--- config.mk ---
export PLATFORM = sky130hd
export DESIGN_NAME = rainbow_pattern_generator
export DESIGN_NICKNAME = d
export VERILOG_FILES = /design/src/hw/rtl/rbw_pkg.sv /design/src/hw/rtl/rbw_ctrl.sv /design/src/hw/rtl/rbw_dp.sv /design/src/hw/rtl/rainbow_pattern_generator.sv
export SDC_FILE = /design/constraint.sdc
export NUM_CORES = 1
export LEC_CHECK = 0
export BUFFER_PORTS_ARGS = -buffer_cell sky130_fd_sc_hd__buf_2
export CAP_MARGIN = 25
export CELL_PAD_IN_SITES_DETAIL_PLACEMENT = 1
export CELL_PAD_IN_SITES_GLOBAL_PLACEMENT = 1
export CORE_ASPECT_RATIO = 0.8
export CORE_MARGIN = 3
export CORE_UTILIZATION = 43
export CTS_CLUSTER_DIAMETER = 200
export DETAILED_ROUTE_END_ITERATION = 7
export PLACE_DENSITY_LB_ADDON = 0.15
export SYNTH_ARGS = -nofsm -noshare
export SYNTH_HDL_FRONTEND = slang
export SYNTH_HIERARCHICAL = 1
export SYNTH_SLANG_ARGS = --single-unit
--- constraint.sdc ---
create_clock -name clk_i -period 4.56 [get_ports clk_i]
set_input_delay 0.456 -clock clk_i [delete_from_list [all_inputs] [get_ports clk_i]]
set_output_delay 0.456 -clock clk_i [all_outputs]
set_load 0.05 [all_outputs]
--- src/hw/rtl/rbw_pkg.sv ---
// Shared types, constants and the colour lookup for the rainbow pattern generator.
`default_nettype none
package rbw_pkg;

  localparam int DefMaxBulbs = 64;

  localparam int ModeW  = 4;
  localparam int CountW = 7;
  localparam int IdxW   = 6;
  localparam int LevelW = 4;
  localparam int PhaseW = 6;
  localparam int DivW   = 12;
  localparam int StepW  = 4;
  localparam int CfgIdxW  = 1;
  localparam int CfgDataW = 7;
  localparam int InDataW  = 8;
  localparam int OutDataW = 24;

  localparam logic [CfgIdxW-1:0] CfgRegMode  = 1'b0;
  localparam logic [CfgIdxW-1:0] CfgRegCount = 1'b1;

  localparam logic [ModeW-1:0]  ModeCount    = 4'd12;
  localparam logic [CountW-1:0] CountReset   = 7'd50;
  localparam logic [PhaseW-1:0] RampCycle    = 6'd32;
  localparam logic [PhaseW-1:0] WheelCycle   = 6'd48;
  localparam logic [StepW-1:0]  DivLastStep  = 4'(DivW - 1);

  // scheme codes (mode modulo four)
  localparam logic [1:0] SchRedGreen  = 2'd0;
  localparam logic [1:0] SchGreenBlue = 2'd1;
  localparam logic [1:0] SchBlueRed   = 2'd2;
  localparam logic [1:0] SchWheel     = 2'd3;

  // variant codes (mode divided by four)
  localparam logic [1:0] VarOffset = 2'd0;
  localparam logic [1:0] VarSpread = 2'd1;

  typedef enum logic [2:0] {
    ST_IDLE,
    ST_PREP,
    ST_DIV,
    ST_LOAD,
    ST_SEND
  } rbw_state_e;

  typedef struct packed {
    logic frame_start;
    logic adv_phase;
    logic div_init;
    logic div_step;
    logic load_out;
    logic next_bulb;
  } rbw_cmd_t;

  typedef struct packed {
    logic spread;
    logic n_zero;
    logic last;
    logic div_done;
  } rbw_sts_t;

  typedef struct packed {
    logic [LevelW-1:0] r;
    logic [LevelW-1:0] g;
    logic [LevelW-1:0] b;
  } rbw_rgb_t;

  function automatic rbw_rgb_t rbw_colour(input logic [1:0] scheme,
                                          input logic [PhaseW-1:0] pos);
    rbw_rgb_t c;
    logic [1:0] seg;
    logic [LevelW-1:0] up;
    logic [LevelW-1:0] down;
    seg  = pos[5:4];
    up   = pos[3:0];
    down = ~pos[3:0];
    c    = '0;
    case (scheme)
      SchRedGreen: begin
        if (seg == 2'd0) begin
          c.r = down; c.g = up;
        end else begin
          c.r = up; c.g = down;
        end
      end
      SchGreenBlue: begin
        if (seg == 2'd0) begin
          c.g = down; c.b = up;
        end else begin
          c.g = up; c.b = down;
        end
      end
      SchBlueRed: begin
        if (seg == 2'd0) begin
          c.r = up; c.b = down;
        end else begin
          c.r = down; c.b = up;
        end
      end
      default: begin
        if (seg == 2'd0) begin
          c.r = down; c.g = up;
        end else if (seg == 2'd1) begin
          c.g = down; c.b = up;
        end else begin
          c.b = down; c.r = up;
        end
      end
    endcase
    return c;
  endfunction

endpackage
`default_nettype wire

--- src/hw/rtl/rbw_ctrl.sv ---
// Frame sequencer: walks the bulbs and steps the datapath through divide, load and send.
`default_nettype none
module rbw_ctrl (
  input  wire logic            clk_i,
  input  wire logic            rst_ni,
  input  wire logic            in_valid_i,
  input  wire logic            in_tick_i,
  output logic                 in_ready_o,
  output logic                 out_valid_o,
  input  wire logic            out_ready_i,
  input  wire rbw_pkg::rbw_sts_t sts_i,
  output rbw_pkg::rbw_cmd_t    cmd_o
);
  import rbw_pkg::*;

  rbw_state_e state_q, state_d;

  always_ff @(posedge clk_i or negedge rst_ni) begin
    if (!rst_ni) begin
      state_q <= ST_IDLE;
    end else begin
      state_q <= state_d;
    end
  end

  always_comb begin
    state_d = state_q;
    case (state_q)
      ST_IDLE: begin
        if (in_valid_i && in_tick_i && !sts_i.n_zero) state_d = ST_PREP;
      end
      ST_PREP: state_d = sts_i.spread ? ST_DIV : ST_LOAD;
      ST_DIV: begin
        if (sts_i.div_done) state_d = ST_LOAD;
      end
      ST_LOAD: state_d = ST_SEND;
      ST_SEND: begin
        if (out_ready_i) state_d = sts_i.last ? ST_IDLE : ST_PREP;
      end
      default: state_d = ST_IDLE;
    endcase
  end

  always_comb begin
    cmd_o       = '0;
    in_ready_o  = 1'b0;
    out_valid_o = 1'b0;
    case (state_q)
      ST_IDLE: begin
        in_ready_o        = 1'b1;
        cmd_o.frame_start = in_valid_i && in_tick_i && !sts_i.n_zero;
        cmd_o.adv_phase   = in_valid_i && in_tick_i && sts_i.n_zero;
      end
      ST_PREP: cmd_o.div_init = sts_i.spread;
      ST_DIV:  cmd_o.div_step = 1'b1;
      ST_LOAD: cmd_o.load_out = 1'b1;
      ST_SEND: begin
        out_valid_o     = 1'b1;
        cmd_o.adv_phase = out_ready_i && sts_i.last;
        cmd_o.next_bulb = out_ready_i && !sts_i.last;
      end
      default: ;
    endcase
  end

endmodule
`default_nettype wire

--- src/hw/rtl/rbw_dp.sv ---
// Datapath: config registers, bulb counter, phase, serial divider and colour output register.
`default_nettype none
module rbw_dp #(
  parameter int MAX_BULBS = rbw_pkg::DefMaxBulbs
) (
  input  wire logic                          clk_i,
  input  wire logic                          rst_ni,
  input  wire logic                          cfg_we_i,
  input  wire logic [rbw_pkg::CfgIdxW-1:0]   cfg_idx_i,
  input  wire logic [rbw_pkg::CfgDataW-1:0]  cfg_data_i,
  input  wire rbw_pkg::rbw_cmd_t             cmd_i,
  output rbw_pkg::rbw_sts_t                  sts_o,
  output logic [rbw_pkg::OutDataW-1:0]       out_data_o,
  output logic                               out_last_o
);
  import rbw_pkg::*;

  localparam logic [CountW-1:0] MaxN = CountW'(MAX_BULBS);

  logic [ModeW-1:0]  mode_q;
  logic [CountW-1:0] count_q;
  logic [IdxW-1:0]   bulb_q;
  logic [PhaseW-1:0] phase_q;
  logic [DivW-1:0]   dq_q;
  logic [CountW-1:0] rem_q;
  logic [StepW-1:0]  step_q;
  logic [IdxW-1:0]   idx_out_q;
  rbw_rgb_t          rgb_q;
  logic              last_q;

  logic [ModeW-1:0]  mode_eff;
  logic [1:0]        scheme;
  logic [1:0]        variant;
  logic              wheel;
  logic [PhaseW-1:0] cycle;
  logic [CountW-1:0] n_sat;
  logic              last;
  logic [CountW-1:0] phase_inc;
  logic [CountW-1:0] trial;
  logic              fits;
  logic [PhaseW-1:0] base;
  logic [PhaseW-1:0] shift;
  logic [7:0]        sum;
  logic [PhaseW-1:0] pos;
  rbw_rgb_t          rgb;

  // mode 12..15 folds back onto 0..3
  assign mode_eff = (mode_q >= ModeCount) ? mode_q - ModeCount : mode_q;
  assign scheme   = mode_eff[1:0];
  assign variant  = mode_eff[3:2];
  assign wheel    = (scheme == SchWheel);
  assign cycle    = wheel ? WheelCycle : RampCycle;
  assign n_sat    = (count_q > MaxN) ? MaxN : count_q;
  assign last     = (({1'b0, bulb_q} + 7'd1) == n_sat);

  assign sts_o.spread   = (variant == VarSpread);
  assign sts_o.n_zero   = (n_sat == '0);
  assign sts_o.last     = last;
  assign sts_o.div_done = (step_q == DivLastStep);

  always_ff @(posedge clk_i or negedge rst_ni) begin
    if (!rst_ni) begin
      mode_q  <= '0;
      count_q <= CountReset;
    end else if (cfg_we_i) begin
      case (cfg_idx_i)
        CfgRegMode:  mode_q  <= cfg_data_i[ModeW-1:0];
        CfgRegCount: count_q <= cfg_data_i;
        default: ;
      endcase
    end
  end

  assign phase_inc = {1'b0, phase_q} + 7'd1;

  always_ff @(posedge clk_i or negedge rst_ni) begin
    if (!rst_ni) begin
      phase_q <= '0;
      bulb_q  <= '0;
    end else begin
      if (cmd_i.adv_phase) begin
        phase_q <= (phase_inc >= {1'b0, cycle}) ? '0 : phase_inc[PhaseW-1:0];
      end
      if (cmd_i.frame_start) begin
        bulb_q <= '0;
      end else if (cmd_i.next_bulb) begin
        bulb_q <= bulb_q + 6'd1;
      end
    end
  end

  // restoring divider, one quotient bit per cycle: bulb * cycle / n
  assign trial = {rem_q[CountW-2:0], dq_q[DivW-1]};
  assign fits  = (trial >= n_sat);

  always_ff @(posedge clk_i or negedge rst_ni) begin
    if (!rst_ni) begin
      step_q <= '0;
    end else if (cmd_i.div_init) begin
      step_q <= '0;
    end else if (cmd_i.div_step) begin
      step_q <= step_q + 4'd1;
    end
  end

  always_ff @(posedge clk_i) begin
    if (cmd_i.div_init) begin
      dq_q  <= DivW'(bulb_q * cycle);
      rem_q <= '0;
    end else if (cmd_i.div_step) begin
      dq_q  <= {dq_q[DivW-2:0], fits};
      rem_q <= fits ? trial - n_sat : trial;
    end
  end

  // ring position: sum stays below 135, so two subtracts cover mod 48
  always_comb begin
    base  = (variant == VarSpread) ? dq_q[PhaseW-1:0] : bulb_q;
    shift = '0;
    if (variant != VarOffset && variant != VarSpread && !bulb_q[0]) begin
      shift = cycle >> 1;
    end
    sum = {2'b00, base} + {2'b00, shift} + {2'b00, phase_q};
    if (!wheel) begin
      pos = {1'b0, sum[4:0]};
    end else if (sum >= 8'd96) begin
      pos = PhaseW'(sum - 8'd96);
    end else if (sum >= 8'd48) begin
      pos = PhaseW'(sum - 8'd48);
    end else begin
      pos = sum[PhaseW-1:0];
    end
    rgb = rbw_colour(scheme, pos);
  end

  always_ff @(posedge clk_i) begin
    if (cmd_i.load_out) begin
      idx_out_q <= bulb_q;
      rgb_q     <= rgb;
      last_q    <= last;
    end
  end

  assign out_data_o = {6'b0, rgb_q.b, rgb_q.g, rgb_q.r, idx_out_q};
  assign out_last_o = last_q;

endmodule
`default_nettype wire

--- src/hw/rtl/rainbow_pattern_generator.sv ---
// Top level of the rainbow pattern generator: stream ports, controller and datapath.
//
// Usage: each item on the slave stream is one frame request (tdata bit 0 = tick).
// A tick of one emits one colour item per bulb on the master stream, bulb 0 first,
// with tlast on the final bulb; a tick of zero is taken and ignored.
// The config port (cfg_we_i, cfg_idx_i, cfg_data_i) sets register 0 = pattern mode,
// register 1 = bulb count; write it only while the block is idle.
// Timing: a frame request is taken only when idle (s_axis_tready high). Each bulb
// passes through the states PREP, LOAD and SEND, plus receiver stall, in the offset and
// interlaced modes, and PREP, DIV, LOAD and SEND in the spread modes, where a 12-step
// restoring divider computes bulb*cycle/count. After a request is taken, the controller
// passes through these states for bulb 0 before tvalid rises and the first item goes out.
// The output register holds the item while the receiver stalls; nothing is dropped
// and the next bulb is computed only after the current item is taken. The phase
// advances once the last bulb is taken (at once for a bulb count of zero).
// Reset: mode 0, bulb count 50, phase 0, controller idle, no item pending.
`default_nettype none
module rainbow_pattern_generator #(
  parameter int MAX_BULBS = rbw_pkg::DefMaxBulbs
) (
  input  wire logic                          clk_i,
  input  wire logic                          rst_ni,
  input  wire logic                          s_axis_tvalid,
  output logic                               s_axis_tready,
  input  wire logic [rbw_pkg::InDataW-1:0]   s_axis_tdata,   // [0] frame_tick
  output logic                               m_axis_tvalid,
  input  wire logic                          m_axis_tready,
  output logic [rbw_pkg::OutDataW-1:0]       m_axis_tdata,   // [5:0] bulb_index,
                                                             // [9:6] red, [13:10] green,
                                                             // [17:14] blue
  output logic                               m_axis_tlast,   // last_bulb
  input  wire logic                          cfg_we_i,
  input  wire logic [rbw_pkg::CfgIdxW-1:0]   cfg_idx_i,
  input  wire logic [rbw_pkg::CfgDataW-1:0]  cfg_data_i
);
  import rbw_pkg::*;

  rbw_cmd_t cmd;
  rbw_sts_t sts;

  rbw_ctrl u_ctrl (
    .clk_i       (clk_i),
    .rst_ni      (rst_ni),
    .in_valid_i  (s_axis_tvalid),
    .in_tick_i   (s_axis_tdata[0]),
    .in_ready_o  (s_axis_tready),
    .out_valid_o (m_axis_tvalid),
    .out_ready_i (m_axis_tready),
    .sts_i       (sts),
    .cmd_o       (cmd)
  );

  rbw_dp #(
    .MAX_BULBS (MAX_BULBS)
  ) u_dp (
    .clk_i      (clk_i),
    .rst_ni     (rst_ni),
    .cfg_we_i   (cfg_we_i),
    .cfg_idx_i  (cfg_idx_i),
    .cfg_data_i (cfg_data_i),
    .cmd_i      (cmd),
    .sts_o      (sts),
    .out_data_o (m_axis_tdata),
    .out_last_o (m_axis_tlast)
  );

  // no new frame while a colour item is pending
  a_valid_not_ready: assert property (@(posedge clk_i) disable iff (!rst_ni)
    m_axis_tvalid |-> !s_axis_tready)
    else $error("frame accepted while an item is pending");

  // the last bulb taken returns the block to idle
  a_last_to_idle: assert property (@(posedge clk_i) disable iff (!rst_ni)
    (m_axis_tvalid && m_axis_tready && m_axis_tlast) |=> s_axis_tready)
    else $error("block not idle after the last bulb");

  // a non-final bulb is followed by a compute gap before the next item
  a_gap_after_bulb: assert property (@(posedge clk_i) disable iff (!rst_ni)
    (m_axis_tvalid && m_axis_tready && !m_axis_tlast) |=> !m_axis_tvalid && !s_axis_tready)
    else $error("next bulb shown without computing it");

  // bulb index stays below MAX_BULBS
  a_index_range: assert property (@(posedge clk_i) disable iff (!rst_ni)
    m_axis_tvalid |-> ({1'b0, m_axis_tdata[5:0]} < 7'(MAX_BULBS)))
    else $error("bulb index beyond the string");

endmodule
`default_nettype wire

# Word-level counts from Yosys, hierarchy flattened

Cells that the tools add are included.

Bits in writable memories: 0
Input bits: 21
Bits in latches: 0
Register bits after elaboration: 67
Word-level logic and storage cells: 108
ROM bits: 0
Memories: 0

Reductions and logical operators: 20
Eq/ne operators: 15
$lt $le $gt $ge: 6
Bitwise logic cells: 2
Mux-type cells: 41
Shift-type cells: 0
Div/mod/pow operators: 0
Multipliers: 1
$add $sub $neg: 10

Operators with widths:

| operator                                                                            | count |
|---|---|
| 6-bit two-way mux                                                                   | 8 |
| 4-bit two-way mux                                                                   | 9 |
| 4-bit one-hot mux with 3 select lines                                               | 3 |
| 12-bit two-way mux                                                                  | 2 |
| 8-bit two-way mux                                                                   | 2 |
| 3-bit one-hot mux with 5 select lines                                               | 1 |
| 6-bit by 1-bit adder with 7-bit output, second input constant                       | 2 |
| 6-bit by 6-bit multiplier with 12-bit output                                        | 1 |
| 6-bit subtractor, second input constant                                             | 2 |
| 5-bit two-way mux                                                                   | 2 |
| 1-bit two-way mux                                                                   | 9 |
| 3-bit two-way mux                                                                   | 3 |
| 7-bit by 6-bit adder with 8-bit output                                              | 1 |
| 8-bit by 6-bit greater-or-equal comparator with 1-bit output, second input constant | 1 |
| 8-bit by 7-bit greater-or-equal comparator with 1-bit output, second input constant | 1 |
| 6-bit by 5-bit adder with 7-bit output                                              | 1 |
| 7-bit == test                                                                       | 1 |
| 7-bit by 6-bit greater-or-equal comparator with 1-bit output                        | 1 |
| 7-bit greater-or-equal comparator                                                   | 1 |
| 7-bit greater-than comparator, second input constant                                | 1 |
| 1-bit logical AND                                                                   | 7 |
| 7-bit zero test                                                                     | 1 |
| 7-bit two-way mux                                                                   | 1 |
| 6-bit by 1-bit adder with 6-bit output, second input constant                       | 1 |
| other kinds (21)                                                                    | 33 |

# Longest topological paths before layout

Depth in word-level cells: 16
Gate-level depth with buffers: 20
Depth with buffers taken out: 19

# Modules after synthesis

Netlist, hierarchy kept.

By module, submodules not included:

| module   | seq. area each (µm²) | area an instance (µm²) | times used | cells each |
|---|---|---|---|---|
| rbw_dp   | 1730.4               | 4548.1                 | 1          | 419 |
| rbw_ctrl | 75.1                 | 255.2                  | 1          | 27 |

# Worst setup path after synthesis

OpenSTA, ideal clock, no wires.

Path kind: flip-flop to flip-flop
From: register u_dp.mode_q[3]
To: register u_dp.rgb_q (netlist bit u_dp/out_data_o[15]), data pin
Cell stages (with the launch flop): 20
Data required time: 4.289 ns
Data arrival time: 4.368 ns
Path slack: -0.080 ns
Path buffers: 1
Period minus slack after synthesis: 4.640 ns
Path through: dfrtp_1 > nor2b_1 > clkbuf_1 > mux2_2 > ha_1 > ha_1 > fa_1 > a21oi_2 > o21bai_4 > xor2_2 > ha_1 > nor3_1 > o21ai_0 > a221oi_1 > o22a_1 > mux2i_1 > ha_1 > and3_1 > o21ai_0 > o221ai_1

RTL lines:

| what                   | RTL line      | text |
|---|---|---|
| start, declared        | rbw_dp.sv:20  | `logic [ModeW-1:0] mode_q;` |
| start signal, assigned | rbw_dp.sv:67  | `CfgRegMode: mode_q <= cfg_data_i[ModeW-1:0];` |
| end signal, assigned   | rbw_dp.sv:139 | `rgb_q <= rgb;` |
| end, declared          | rbw_dp.sv:28  | `rbw_rgb_t rgb_q;` |

==> impl_metrics.env <==
export IMPL_port_buffers=34
export IMPL_dr_pass1_iters=4
export IMPL_cp_end_kind="flip-flop"
export IMPL_area_growth_pct=20.5
export IMPL_cp_max_fo=5
export IMPL_die_h_um=101
export IMPL_hold_class="input port to asynchronous set/reset pin"
export IMPL_crit_top_cell="buf_4"
export IMPL_ys_warn_count=6
export IMPL_crit_arrival_ns=4.48
export IMPL_start_kind="flip-flop"
export IMPL_gp_congestion=0.805
export IMPL_ios=48
export IMPL_status="completed"
export IMPL_cts_tree="done"
export IMPL_synth_ff_type="edfxtp_1"
export IMPL_clkTransAtPathRegs_ns=0.06
export IMPL_vias_per_cell=5.52
export IMPL_power_density_nw_per_um2=614
export IMPL_finalPower_uw=3560
export IMPL_p_leak_uw=0.00257
export IMPL_first_global_vias=3566
export IMPL_start_util_pct=45.4
export IMPL_skew_ns=0.00859
export IMPL_slew_headroom_pct=33.1
export IMPL_syn_area_um2=4800
export IMPL_finalCriticalPeriod_ns=4.42
export IMPL_n_antenna_cell=0
export IMPL_wl_per_cell_um=17.7
export IMPL_setup_viol=0
export IMPL_fillers=1154
export IMPL_clock_path_buffers=2
export IMPL_drt_initial_drc_count=186
export IMPL_grt_pass1_wl_mm=18.4
export IMPL_max_cap_violations=0
export IMPL_peakVddDrop_uv=323
export IMPL_drv_slew=0
export IMPL_hold_viol=0
export IMPL_period_share_pct=97.0
export IMPL_fmax_mhz=226
export IMPL_cts_hold_buffers=0
export IMPL_track_usage_pct=19.0
export IMPL_tns_ns=0
export IMPL_tightest_slew_ns=1.00
export IMPL_drt_antenna_violating_nets=0
export IMPL_critPathTopFamily="adder cells"
export IMPL_timing_rr_start="u_dp/mode_q[3]"
export IMPL_path_buf_inv=3
export IMPL_fp_coreArea_um2=10600
export IMPL_synthArstFlopShare_pct=44.8
export IMPL_synth_edf_count=31
export IMPL_regToRegSetupSlack_ns=0.14
export IMPL_clock_latency_ns=0.33
export IMPL_numCtsBuffers=9
export IMPL_max_stage_delay_ns=0.54
export IMPL_synth_top_area_share_pct=19.4
export IMPL_antenna_found_initial=0
export IMPL_rows=33
export IMPL_dieArea_um2=12500
export IMPL_synth_seq_cells=67
export IMPL_drive_above_1_share_pct=30.0
export IMPL_synth_area_leader_cell="edfxtp_1"
export IMPL_yosysSeqAreaShare_pct=37.6
export IMPL_cts_sinks=67
export IMPL_globalRoute_totalOverflow=0
export IMPL_syn_inst=446
export IMPL_synth_distinct_cells=72
export IMPL_startpoint="u_dp/mode_q[3]"
export IMPL_grt_start_max_net_pins=31
export IMPL_worst_ep_required_time_ns=4.62
export IMPL_drc=0
export IMPL_syn_area_per_cell_um2=10.8
export IMPL_cts_root_buffer_cell="clkbuf_16"
export IMPL_die_width_um=124
export IMPL_htreeDepth=3
export IMPL_worstSetupPathType="flip-flop to flip-flop"
export IMPL_nets=577
export IMPL_hpwl_mm=8.49
export IMPL_vias=3612
export IMPL_wirelength_mm=11.5
export IMPL_path_cells="nor2b_1 > buf_4 > mux2_2 > fa_1 > ha_4 > buf_4 > nor2_1 > nor2_1 > nor2_2 > nor2_4 > ha_4 > buf_4 > nor4_1 > a21oi_1 > nand3_2 > a211oi_4 > mux2i_4 > ha_1 > and3_1 > o21ai_1 > o221ai_1"
export IMPL_synth_area_leaders="edfxtp_1 19%, dfrtp_1 14%, ha_1 11%"
export IMPL_slowest_stage="fa_1"
[path summary, 6_finish.rpt]
check	to	depth (start not counted)
setup / recovery	u_dp/out_data_o[15]	21
hold / removal	u_dp/phase_q[5]	1
setup reg to reg	u_dp/out_data_o[15]	21
hold reg to reg	u_dp/rem_q[4]	2
max in group asynchronous	u_dp/bulb_q[0]	1
min in group clk_i	u_dp/count_q[6]	2
[state kept, by name, summed over array words and instances (netlist names)]
| register | cells |
|---|---|
| u_dp/dq_q | 12 |
| u_dp/out_data_o | 12 |
| u_dp/count_q | 7 |
| u_dp/bulb_q | 6 |
| u_dp/idx_out_q | 6 |
| u_dp/phase_q | 6 |
| u_dp/rem_q | 6 |
| u_dp/mode_q | 4 |
| u_dp/step_q | 4 |
| u_ctrl/state_q | 3 |
| u_dp/out_last_o | 1 |
[area by class of cell]
cell class | instances | area [um2] | area share (%)
timing repair buffer | 76 | 502 | 8.67
clock inverter | 7 | 76.3 | 1.32
sequential | 67 | 1810 | 31.2
multi-input combinational | 336 | 2930 | 50.7
tap | 140 | 175 | 3.03
inverter | 19 | 71.3 | 1.23
clock buffer | 9 | 225 | 3.89
[cell usage in the layout, fill, tap and decap left out, types with 4 or more instances in the layout]
master,count
buf_2,34
conb_1,6
o21ai_0,12
dfrtp_1,27
a211oi_1,6
clkbuf_16,9
xnor2_1,19
buf_4,40
xnor3_1,7
mux2_2,24
o221ai_1,5
a21oi_1,10
ha_4,5
and3_1,11
edfxtp_1,31
mux2i_1,13
or3_1,4
o22ai_1,8
fa_1,5
nand3_1,8
inv_1,17
nand4_1,4
o21ai_1,5
nand2_1,30
ha_1,36
xor2_1,10
a21o_1,6
nor2_1,28
dfxtp_1,6
nand2b_1,4
nor2b_1,10
[metal layers]
| metal | wire length [um] | GRT usage (%) | vias up |
|---|---|---|---|
| li1 | - | - | 1747 |
| met1 | 5630 | 28.0 | 1801 |
| met2 | 5350 | 29.2 | 56 |
| met3 | 481 | 3.93 | 8 |
| met4 | 84 | 3.28 | 0 |
| met5 | 0 | 0 | - |
[Yosys cell counts, types with 9 or more instances]
cell / count
nor2b_1: 10
clkbuf_1: 12
and3_1: 11
o21ai_0: 17
nand3_1: 9
nand2_1: 30
inv_1: 18
mux2_2: 24
nor2_1: 29
a21oi_1: 10
dfrtp_1: 27
edfxtp_1: 31
xor2_1: 10
ha_1: 41
mux2i_1: 14
xnor2_1: 19
[power by group]
part	internal, uW	switching [uW]	total [uW]
clock network	427	274	701
registers	895	128	1020
logic	801	1030	1830
total	2120	1430	3560
[what timing repair did]
action / 4_1_cts / 5_1_grt
gates resized for setup: 8 / 22
setup endpoints to repair: 6 / 12
setup buffers: 2 / 2
pin swaps: 3 / 13
[stage by stage]
stage	area (um2)	hold slack [ns]	util, %	worst slack [ns]	cells
after CTS	5660	0.190	53.5	0.0117	652
after global routing	5790	0.209	54.8	-0.0504	654
after global placement	5300	0.495	50.2	-0.144	634
after detailed placement	5300	0.510	50.2	-0.223	634
final	5790	0.163	54.8	0.135	654
after floorplan	4820	0.160	-	0.0213	451
[logic make-up after synthesis]
logic type,Yosys count,synth area share (%)
muxes,39,9.01
other,1,0.0781
and+or+nand+nor,129,14.6
xor gates and xnor gates,37,8.91
buffers and inverters,48,4.97
AOI/OAI and AO/OA,78,11.6
adders and majority gates,47,13.2
DFF,67,37.6
(Power assumes the default switching activity.)
